--- config.mk ---
export PLATFORM = sky130hd
export DESIGN_NAME = pulse_rate_estimator
export DESIGN_NICKNAME = d
export VERILOG_FILES = /design/src/design/prate_pkg.sv /design/src/design/prate_div.sv /design/src/design/prate_ring.sv /design/src/design/pulse_rate_estimator.sv
export SDC_FILE = /design/constraint.sdc
export NUM_CORES = 1
export LEC_CHECK = 0
export BUFFER_PORTS_ARGS = -buffer_cell sky130_fd_sc_hd__buf_2
export CAP_MARGIN = 5
export CORE_MARGIN = 1.5
export CORE_UTILIZATION = 27
export DETAILED_ROUTE_END_ITERATION = 7
export RECOVER_POWER = 25
export SETUP_SLACK_MARGIN = 0.02
export SLEW_MARGIN = 0
export SYNTH_ARGS = -nofsm -noshare
export SYNTH_HDL_FRONTEND = slang
export SYNTH_SLANG_ARGS = --single-unit
--- constraint.sdc ---
create_clock -name clock -period 6.55 [get_ports clock]
set_input_delay 0.3275 -clock clock [delete_from_list [all_inputs] [get_ports clock]]
set_output_delay 0.3275 -clock clock [all_outputs]
set_load 0.01 [all_outputs]
--- src/design/prate_pkg.sv ---
package prate_pkg;

   // Field widths
   localparam int SAMPLE_W   = 18;
   localparam int TIME_W     = 32;
   localparam int INTV_W     = 16;
   localparam int RATE_W     = 8;
   localparam int RATE_MAX   = (1 << RATE_W) - 1;

   // Stream and register port widths
   localparam int REQ_TDATA_W = 56;
   localparam int RSP_TDATA_W = 8;
   localparam int CSR_ADDR_W  = 3;
   localparam int CSR_DATA_W  = 18;

   // Serial divider
   localparam int DIV_W   = 16;
   localparam int DIV_CNT_W = 4;
   localparam logic [DIV_W-1:0] RATE_NUM = 16'd60000;

   // Register indexes
   localparam logic [CSR_ADDR_W-1:0] CSR_LEVEL     = 3'd0;
   localparam logic [CSR_ADDR_W-1:0] CSR_STEP      = 3'd1;
   localparam logic [CSR_ADDR_W-1:0] CSR_MIN_INTV  = 3'd2;
   localparam logic [CSR_ADDR_W-1:0] CSR_MAX_INTV  = 3'd3;
   localparam logic [CSR_ADDR_W-1:0] CSR_MIN_RATE  = 3'd4;
   localparam logic [CSR_ADDR_W-1:0] CSR_MAX_RATE  = 3'd5;

   // Register reset values
   localparam logic [SAMPLE_W-1:0] LEVEL_RST    = 18'd40000;
   localparam logic [SAMPLE_W-1:0] STEP_RST     = 18'd3000;
   localparam logic [INTV_W-1:0]   MIN_INTV_RST = 16'd400;
   localparam logic [INTV_W-1:0]   MAX_INTV_RST = 16'd1500;
   localparam logic [RATE_W-1:0]   MIN_RATE_RST = 8'd50;
   localparam logic [RATE_W-1:0]   MAX_RATE_RST = 8'd150;

   // Divider request and result
   typedef struct packed {
      logic             start;
      logic [DIV_W-1:0] dividend;
      logic [DIV_W-1:0] divisor;
   } div_req_type;

   typedef struct packed {
      logic             done;
      logic [DIV_W-1:0] quotient;
   } div_rsp_type;

   // Ring control and status
   typedef struct packed {
      logic push;
      logic sum_start;
   } ring_ctl_type;

   typedef struct packed {
      logic full;
      logic sum_done;
   } ring_sts_type;

endpackage

--- src/design/prate_div.sv ---
module prate_div (
   input  logic                   clock,
   input  logic                   reset,
   input  prate_pkg::div_req_type div_req,
   output prate_pkg::div_rsp_type div_rsp
);
   import prate_pkg::*;

   logic [DIV_W-1:0]     rem_ff, rem_in;
   logic [DIV_W-1:0]     quo_ff, quo_in;
   logic [DIV_W-1:0]     dvs_ff, dvs_in;
   logic [DIV_CNT_W-1:0] cnt_ff, cnt_in;
   logic                 busy_ff, busy_in;
   logic                 done_ff, done_in;
   logic [DIV_W:0]       shifted;

   // One quotient bit per cycle, restoring
   always_comb begin
      rem_in  = rem_ff;
      quo_in  = quo_ff;
      dvs_in  = dvs_ff;
      cnt_in  = cnt_ff;
      busy_in = busy_ff;
      done_in = 1'b0;
      shifted = {rem_ff, quo_ff[DIV_W-1]};
      if (div_req.start) begin
         rem_in  = '0;
         quo_in  = div_req.dividend;
         dvs_in  = div_req.divisor;
         cnt_in  = DIV_CNT_W'(DIV_W - 1);
         busy_in = 1'b1;
      end else if (busy_ff) begin
         if (shifted >= {1'b0, dvs_ff}) begin
            rem_in = DIV_W'(shifted - {1'b0, dvs_ff});
            quo_in = {quo_ff[DIV_W-2:0], 1'b1};
         end else begin
            rem_in = shifted[DIV_W-1:0];
            quo_in = {quo_ff[DIV_W-2:0], 1'b0};
         end
         cnt_in = cnt_ff - 1'b1;
         if (cnt_ff == '0) begin
            busy_in = 1'b0;
            done_in = 1'b1;
         end
      end
   end

   always_ff @(posedge clock) begin
      rem_ff <= rem_in;
      quo_ff <= quo_in;
      dvs_ff <= dvs_in;
      cnt_ff <= cnt_in;
      if (reset) begin
         busy_ff <= 1'b0;
         done_ff <= 1'b0;
      end else begin
         busy_ff <= busy_in;
         done_ff <= done_in;
      end
   end

   assign div_rsp.done     = done_ff;
   assign div_rsp.quotient = quo_ff;

endmodule

--- src/design/prate_ring.sv ---
module prate_ring #(
   parameter int RING_DEPTH = 5
) (
   input  logic                               clock,
   input  logic                               reset,
   input  prate_pkg::ring_ctl_type            ring_ctl,
   input  logic [prate_pkg::RATE_W-1:0]       push_rate,
   output prate_pkg::ring_sts_type            ring_sts,
   output logic [$clog2(prate_pkg::RATE_MAX*RING_DEPTH+1)-1:0] ring_sum
);
   import prate_pkg::*;

   localparam int IDX_W = (RING_DEPTH > 1) ? $clog2(RING_DEPTH) : 1;
   localparam int SUM_W = $clog2(RATE_MAX * RING_DEPTH + 1);
   localparam logic [IDX_W-1:0] IDX_LAST = IDX_W'(RING_DEPTH - 1);

   logic [RATE_W-1:0] mem [0:RING_DEPTH-1];
   logic [RATE_W-1:0] rd_data_ff;

   logic [IDX_W-1:0] idx_ff, idx_in;
   logic             full_ff, full_in;
   logic [IDX_W-1:0] ptr_ff, ptr_in;
   logic             rd_active_ff, rd_active_in;
   logic             acc_valid_ff, acc_valid_in;
   logic             done_ff, done_in;
   logic [SUM_W-1:0] sum_ff, sum_in;

   // Ring storage, registered read
   always_ff @(posedge clock) begin
      if (ring_ctl.push) begin
         mem[idx_ff] <= push_rate;
      end
      if (rd_active_ff) begin
         rd_data_ff <= mem[ptr_ff];
      end
   end

   // Write pointer, fill flag and one-entry-per-cycle sum sweep
   always_comb begin
      idx_in       = idx_ff;
      full_in      = full_ff;
      ptr_in       = ptr_ff;
      rd_active_in = rd_active_ff;
      acc_valid_in = rd_active_ff;
      done_in      = acc_valid_ff && !rd_active_ff;
      sum_in       = sum_ff;
      if (ring_ctl.push) begin
         if (idx_ff == IDX_LAST) begin
            idx_in  = '0;
            full_in = 1'b1;
         end else begin
            idx_in = idx_ff + 1'b1;
         end
      end
      if (acc_valid_ff) begin
         sum_in = sum_ff + SUM_W'(rd_data_ff);
      end
      if (rd_active_ff) begin
         if (ptr_ff == IDX_LAST) begin
            rd_active_in = 1'b0;
         end else begin
            ptr_in = ptr_ff + 1'b1;
         end
      end
      if (ring_ctl.sum_start) begin
         ptr_in       = '0;
         rd_active_in = 1'b1;
         sum_in       = '0;
      end
   end

   always_ff @(posedge clock) begin
      sum_ff <= sum_in;
      ptr_ff <= ptr_in;
      if (reset) begin
         idx_ff       <= '0;
         full_ff      <= 1'b0;
         rd_active_ff <= 1'b0;
         acc_valid_ff <= 1'b0;
         done_ff      <= 1'b0;
      end else begin
         idx_ff       <= idx_in;
         full_ff      <= full_in;
         rd_active_ff <= rd_active_in;
         acc_valid_ff <= acc_valid_in;
         done_ff      <= done_in;
      end
   end

   assign ring_sts.full     = full_ff;
   assign ring_sts.sum_done = done_ff;
   assign ring_sum          = sum_ff;

endmodule

--- src/design/pulse_rate_estimator.sv ---
// Pulse rate estimator: one result transaction per sample transaction. A sample with no
// rise, or a rise outside the interval window, is answered straight after evaluation; a
// rise that reaches the rate test waits for the 16-step serial divider forming 60000 /
// interval, and is answered when the rate is rejected or is accepted before the ring
// has filled; once the rate ring has filled, an accepted beat also waits while the
// ring is swept one entry per cycle and the same divider then forms the average. One
// sample is in work at a time; the next sample is taken as soon as the previous result
// sits in the output register.
module pulse_rate_estimator #(
   parameter int RING_DEPTH = 5
) (
   input  logic                               clock,
   input  logic                               reset,
   // req_tdata: ir_sample[17:0], time_ms[49:18], zero fill [55:50]
   input  logic                               req_tvalid,
   output logic                               req_tready,
   input  logic [prate_pkg::REQ_TDATA_W-1:0]  req_tdata,
   // rsp_tdata: rate_bpm[7:0]
   output logic                               rsp_tvalid,
   input  logic                               rsp_tready,
   output logic [prate_pkg::RSP_TDATA_W-1:0]  rsp_tdata,
   // rsp_tuser: beat_accepted[0]
   output logic                               rsp_tuser,
   input  logic                               csr_we,
   input  logic [prate_pkg::CSR_ADDR_W-1:0]   csr_addr,
   input  logic [prate_pkg::CSR_DATA_W-1:0]   csr_wdata
);
   import prate_pkg::*;

   localparam int SUM_W = $clog2(RATE_MAX * RING_DEPTH + 1);

   typedef enum logic [6:0] {
      ST_IDLE = 7'b0000001,
      ST_EVAL = 7'b0000010,
      ST_RATE = 7'b0000100,
      ST_RING = 7'b0001000,
      ST_SUM  = 7'b0010000,
      ST_AVG  = 7'b0100000,
      ST_DONE = 7'b1000000
   } state_type;

   state_type state_ff, state_in;

   logic [SAMPLE_W-1:0] level_ff, level_in;
   logic [SAMPLE_W-1:0] step_ff, step_in;
   logic [INTV_W-1:0]   min_intv_ff, min_intv_in;
   logic [INTV_W-1:0]   max_intv_ff, max_intv_in;
   logic [RATE_W-1:0]   min_rate_ff, min_rate_in;
   logic [RATE_W-1:0]   max_rate_ff, max_rate_in;

   logic [SAMPLE_W-1:0] prev_ff, prev_in;
   logic [TIME_W-1:0]   last_ff, last_in;
   logic [RATE_W-1:0]   held_ff, held_in;
   logic                beat_ff, beat_in;
   logic [SAMPLE_W-1:0] sample_ff, sample_in;
   logic [TIME_W-1:0]   time_ff, time_in;

   logic                rsp_valid_ff, rsp_valid_in;
   logic [RATE_W-1:0]   rsp_rate_ff, rsp_rate_in;
   logic                rsp_beat_ff, rsp_beat_in;

   div_req_type       div_req;
   div_rsp_type       div_rsp;
   ring_ctl_type      ring_ctl;
   ring_sts_type      ring_sts;
   logic [SUM_W-1:0]  ring_sum;

   logic                rise;
   logic [TIME_W-1:0]   interval;
   logic                intv_ok;
   logic                rate_ok;

   prate_div u_div (
      .clock   (clock),
      .reset   (reset),
      .div_req (div_req),
      .div_rsp (div_rsp)
   );

   prate_ring #(
      .RING_DEPTH (RING_DEPTH)
   ) u_ring (
      .clock     (clock),
      .reset     (reset),
      .ring_ctl  (ring_ctl),
      .push_rate (div_rsp.quotient[RATE_W-1:0]),
      .ring_sts  (ring_sts),
      .ring_sum  (ring_sum)
   );

   // Register writes
   always_comb begin
      level_in    = level_ff;
      step_in     = step_ff;
      min_intv_in = min_intv_ff;
      max_intv_in = max_intv_ff;
      min_rate_in = min_rate_ff;
      max_rate_in = max_rate_ff;
      if (csr_we) begin
         unique case (csr_addr)
            CSR_LEVEL:    level_in    = csr_wdata;
            CSR_STEP:     step_in     = csr_wdata;
            CSR_MIN_INTV: min_intv_in = csr_wdata[INTV_W-1:0];
            CSR_MAX_INTV: max_intv_in = csr_wdata[INTV_W-1:0];
            CSR_MIN_RATE: min_rate_in = csr_wdata[RATE_W-1:0];
            CSR_MAX_RATE: max_rate_in = csr_wdata[RATE_W-1:0];
            default: ;
         endcase
      end
   end

   // Rise, interval and rate tests
   assign rise     = (sample_ff > level_ff)
                     && ({1'b0, sample_ff} > ({1'b0, prev_ff} + {1'b0, step_ff}));
   assign interval = time_ff - last_ff;
   assign intv_ok  = (interval > TIME_W'(min_intv_ff)) && (interval < TIME_W'(max_intv_ff));
   assign rate_ok  = (div_rsp.quotient > DIV_W'(min_rate_ff))
                     && (div_rsp.quotient < DIV_W'(max_rate_ff));

   // Sequencer
   always_comb begin
      state_in     = state_ff;
      prev_in      = prev_ff;
      last_in      = last_ff;
      held_in      = held_ff;
      beat_in      = beat_ff;
      sample_in    = sample_ff;
      time_in      = time_ff;
      rsp_valid_in = rsp_valid_ff;
      rsp_rate_in  = rsp_rate_ff;
      rsp_beat_in  = rsp_beat_ff;
      div_req      = '0;
      ring_ctl     = '0;

      if (rsp_valid_ff && rsp_tready) begin
         rsp_valid_in = 1'b0;
      end

      unique case (state_ff)
         ST_IDLE: begin
            if (req_tvalid) begin
               sample_in = req_tdata[SAMPLE_W-1:0];
               time_in   = req_tdata[SAMPLE_W +: TIME_W];
               state_in  = ST_EVAL;
            end
         end
         ST_EVAL: begin
            if (rise) begin
               last_in = time_ff;
            end
            if (rise && intv_ok) begin
               div_req.start    = 1'b1;
               div_req.dividend = RATE_NUM;
               div_req.divisor  = interval[DIV_W-1:0];
               state_in         = ST_RATE;
            end else begin
               prev_in  = sample_ff;
               beat_in  = 1'b0;
               state_in = ST_DONE;
            end
         end
         ST_RATE: begin
            if (div_rsp.done) begin
               if (rate_ok) begin
                  ring_ctl.push = 1'b1;
                  beat_in       = 1'b1;
                  state_in      = ST_RING;
               end else begin
                  prev_in  = sample_ff;
                  beat_in  = 1'b0;
                  state_in = ST_DONE;
               end
            end
         end
         ST_RING: begin
            if (ring_sts.full) begin
               ring_ctl.sum_start = 1'b1;
               state_in           = ST_SUM;
            end else begin
               held_in  = div_rsp.quotient[RATE_W-1:0];
               state_in = ST_DONE;
            end
         end
         ST_SUM: begin
            if (ring_sts.sum_done) begin
               div_req.start    = 1'b1;
               div_req.dividend = DIV_W'(ring_sum);
               div_req.divisor  = DIV_W'(RING_DEPTH);
               state_in         = ST_AVG;
            end
         end
         ST_AVG: begin
            if (div_rsp.done) begin
               held_in  = div_rsp.quotient[RATE_W-1:0];
               state_in = ST_DONE;
            end
         end
         ST_DONE: begin
            // load the output register once it is free
            if (!rsp_valid_ff || rsp_tready) begin
               rsp_valid_in = 1'b1;
               rsp_rate_in  = held_ff;
               rsp_beat_in  = beat_ff;
               state_in     = ST_IDLE;
            end
         end
         default: state_in = ST_IDLE;
      endcase
   end

   always_ff @(posedge clock) begin
      sample_ff   <= sample_in;
      time_ff     <= time_in;
      beat_ff     <= beat_in;
      rsp_rate_ff <= rsp_rate_in;
      rsp_beat_ff <= rsp_beat_in;
      if (reset) begin
         state_ff     <= ST_IDLE;
         level_ff     <= LEVEL_RST;
         step_ff      <= STEP_RST;
         min_intv_ff  <= MIN_INTV_RST;
         max_intv_ff  <= MAX_INTV_RST;
         min_rate_ff  <= MIN_RATE_RST;
         max_rate_ff  <= MAX_RATE_RST;
         prev_ff      <= '0;
         last_ff      <= '0;
         held_ff      <= '0;
         rsp_valid_ff <= 1'b0;
      end else begin
         state_ff     <= state_in;
         level_ff     <= level_in;
         step_ff      <= step_in;
         min_intv_ff  <= min_intv_in;
         max_intv_ff  <= max_intv_in;
         min_rate_ff  <= min_rate_in;
         max_rate_ff  <= max_rate_in;
         prev_ff      <= prev_in;
         last_ff      <= last_in;
         held_ff      <= held_in;
         rsp_valid_ff <= rsp_valid_in;
      end
   end

   assign req_tready = (state_ff == ST_IDLE);
   assign rsp_tvalid = rsp_valid_ff;
   assign rsp_tdata  = rsp_rate_ff;
   assign rsp_tuser  = rsp_beat_ff;

endmodule

==> metrics.cfg <==
[status]
status=complete, but fails checks
violations=design-rule violations, max-capacitance violations, max-slew violations

[sta]
fin_skew_ns=0.0181
slew_headroom_pct=-104
max_clock_freq_mhz=167
finalSetupTns_ns=0
rsz0062_at_grt=false
finalCritPeriodShare_pct=91.6
hold_viol=0
setup_viol=0
fin_crit_ns=6.00
slew_viol_final=127
tightestPinTransition_ns=3.05

[critical_path]
startpoint=time_ff[3]
critPathLaunchType=flip-flop
crit_arrival_ns=6.40
cp_max_fo=18
r2r_start=time_ff[3]
cp-end-kind=flip-flop
worst-setup-path-type=reg -> reg
required_ns=6.96

[floorplanning]
die_area_mm2=0.0684
start_util_pct=27.3
die_width_um=262
design.core.area_mm2=0.0660
io_pins=93
die_h_um=262
rows=94

[routing]
num_vias=13800
drt_iter0_drc=748
wirelength_mm=44.6
drc=12
ant_nets=0
avgViaCountPerCell=4.77
drt_pass1_iterations=7
wl_per_cell_um=15.3

[finish]
mostFrequentLayoutCell=nand2_1
drive_gt1_share_pct=9.86
nets=2254
post-route-util_pct=32.2
final_cell_mix=nand2_1, dfxtp_1, ha_1
area_growth_pct=17.8

[clocking]
cts_buffers=39
cts_sinks=333
cts_root_buf=clkbuf_16
clock_latency_ns=0.55
clk_pin_slew_ns=0.06
htree_levels=2
cts_tree=yes
clk_path_buf_depth=3

[worst_hold_path]
hold_start=csr_wdata[17]
hold_path_class=in -> reg

[global_routing]
grt_pass1_vias=13900
grt_use_total_pct=13.2
overflow=0
grt_pass1_wl_mm=72.8
grt_start_max_net_pins=68
antenna_found_initial=4

[logic_synthesis]
synth.avg_cell_area_um2=9.58
synth_area_mm2=0.0180
synth_edf_count=140
syn-num-nets=2130
ys_warn_count=0
yosysTopAreaCell=edfxtp_1
synth.top_cell.area_share_pct=23.3
ys_seq_area_share_pct=44.7
async_flop_share_pct=0
synth_area_leaders=edfxtp_1, dfxtp_1, ha_1, nand2_1, mux2i_1
synth.ff_latch_count=333
ys.flop_type=dfxtp_1
ys_types=79
syn_inst=1884

[placed_design]
gp_congestion=0.877
dp_hpwl_mm=32.7
port_buffers=86

[power]
power_density_mw_per_mm2=245
peakVddDrop_uv=201
power_leakage_uw=0.00863

[job]
cap_violations=2

-- registers in the layout, summed over array words and instances (netlist names), 16 cells and up --
name / flops
u_ring.mem: 40
last_ff: 32
time_ff: 32
level_ff: 18
prev_ff: 18
sample_ff: 18
step_ff: 18
max_intv_ff: 16
min_intv_ff: 16
u_div.dvs_ff: 16
u_div.quo_ff: 16
u_div.rem_ff: 16
-- per-layer routing --
metal / GRT usage [%] / part of all wire, % / vias up
li1: - / - / 6904
met1: 16.5 / 45 / 6595
met2: 23.2 / 49 / 266
met3: 2.30 / 4.5 / 63
met4: 3.86 / 2.2 / 8
met5: 0 / 0.13 / -
-- report_power, final --
part,switching [uW],total [uW],internal (uW)
Sequential,53.9,2280,2220
Clock,887,2280,1390
Combinational,374,657,283
Total,1320,5210,3900
-- worst max-delay path, stage by stage, from the launching register on --
cell and delay, ns:
edfxtp_1 0.41, ha_1 0.37, o211ai_1 0.10, a21oi_1 0.29
o211ai_1 0.18, and2_1 0.21, o21ai_0 0.37, a21oi_1 0.14
xnor2_1 0.36, ha_1 0.32, and4_1 0.21, a2111oi_0 0.43
and4bb_1 0.26, o2111ai_1 0.14, nor4_1 0.34, nand3_1 0.10
nand4b_1 0.19, nor4_2 0.36, and3b_1 0.38, buf_4 0.19
nor3_4 0.04, buf_4 0.25, mux2i_1 0.17
-- worst paths after layout --
| check | end | slack (ns) | cells after the start |
|---|---|---|---|
| max reg2reg | prev_ff[13] | 0.55 | 22 |
| max | prev_ff[13] | 0.55 | 22 |
| min | step_ff[17] | 0.04 | 3 |
| min reg2reg | rsp_tdata[3] | 0.44 | 0 |
-- Yosys cell counts, types with 5 or more instances --
cell type and number:
a21o_1 38, nor3b_1 8, mux2i_1 84, a21oi_1 135, o21ai_0 45, xor2_1 17
inv_1 150, nand2_1 274, nand3b_1 7, o21bai_1 11, and4_1 10, nor2_1 136
or3_1 6, ha_1 160, xnor2_1 36, dfxtp_1 193, o211ai_1 37, and2_1 23
o31ai_1 7, o2111ai_1 5, nand4_1 22, nor4_1 6, and3_1 11, nand2b_1 14
or2_2 5, mux4_2 8, nand3_1 42, nor3_1 30, o211a_1 11, mux2_2 8
a2111oi_0 6, nor2b_1 25, edfxtp_1 140, a211oi_1 7, o21a_1 22, clkbuf_1 64
-- through the flow --
step | hold slack [ns] | setup WS (ns) | power (uW) | instance area, um^2 | cells
final | 0.0383 | 0.553 | 5210 | 21300 | 2903
after global routing | 0.0359 | 0.0552 | 5460 | 21200 | 2902
after CTS | 0.0109 | 0.499 | 5300 | 21300 | 2901
after detailed placement | 0.421 | 0.556 | 2960 | 19400 | 2781
after global placement | 0.420 | 0.572 | 2930 | 19400 | 2781
after floorplan | 0.400 | 0.849 | 2760 | 18000 | 1884
-- cell families (layout without fill, tap and decap cells) --
logic type / after synthesis / count (layout) / share of synthesized area, %
simple gates: 636 / 636 / 16.5
compound gates: 373 / 373 / 13.6
flops: 333 / 333 / 44.7
buf+inv: 225 / 379 / 4.88
fa+ha+maj: 164 / 164 / 11.5
mux: 100 / 100 / 6.16
xor+xnor: 53 / 53 / 2.57
other cells: 0 / 1 / 0
-- cell type report --
class,instances,area [um^2]
diodes,1,2.50
clock buffers,52,1110
clock inverters,19,239
fillers,6791,44700
inverters,151,567
multi-input cells,1326,9110
flip-flops and latches,333,8070
well taps,864,1080
repair buffers,157,1070
-- repair_timing --
action / in CTS / in global routing
hold endpoints to repair: 49 / 0
resized for setup: 0 / 1
buffers inserted: 0 / 0
hold buffers: 49 / 0
endpoints found under the setup margin: 0 / 21
No activity file was read; power rests on OpenSTA's default activity.
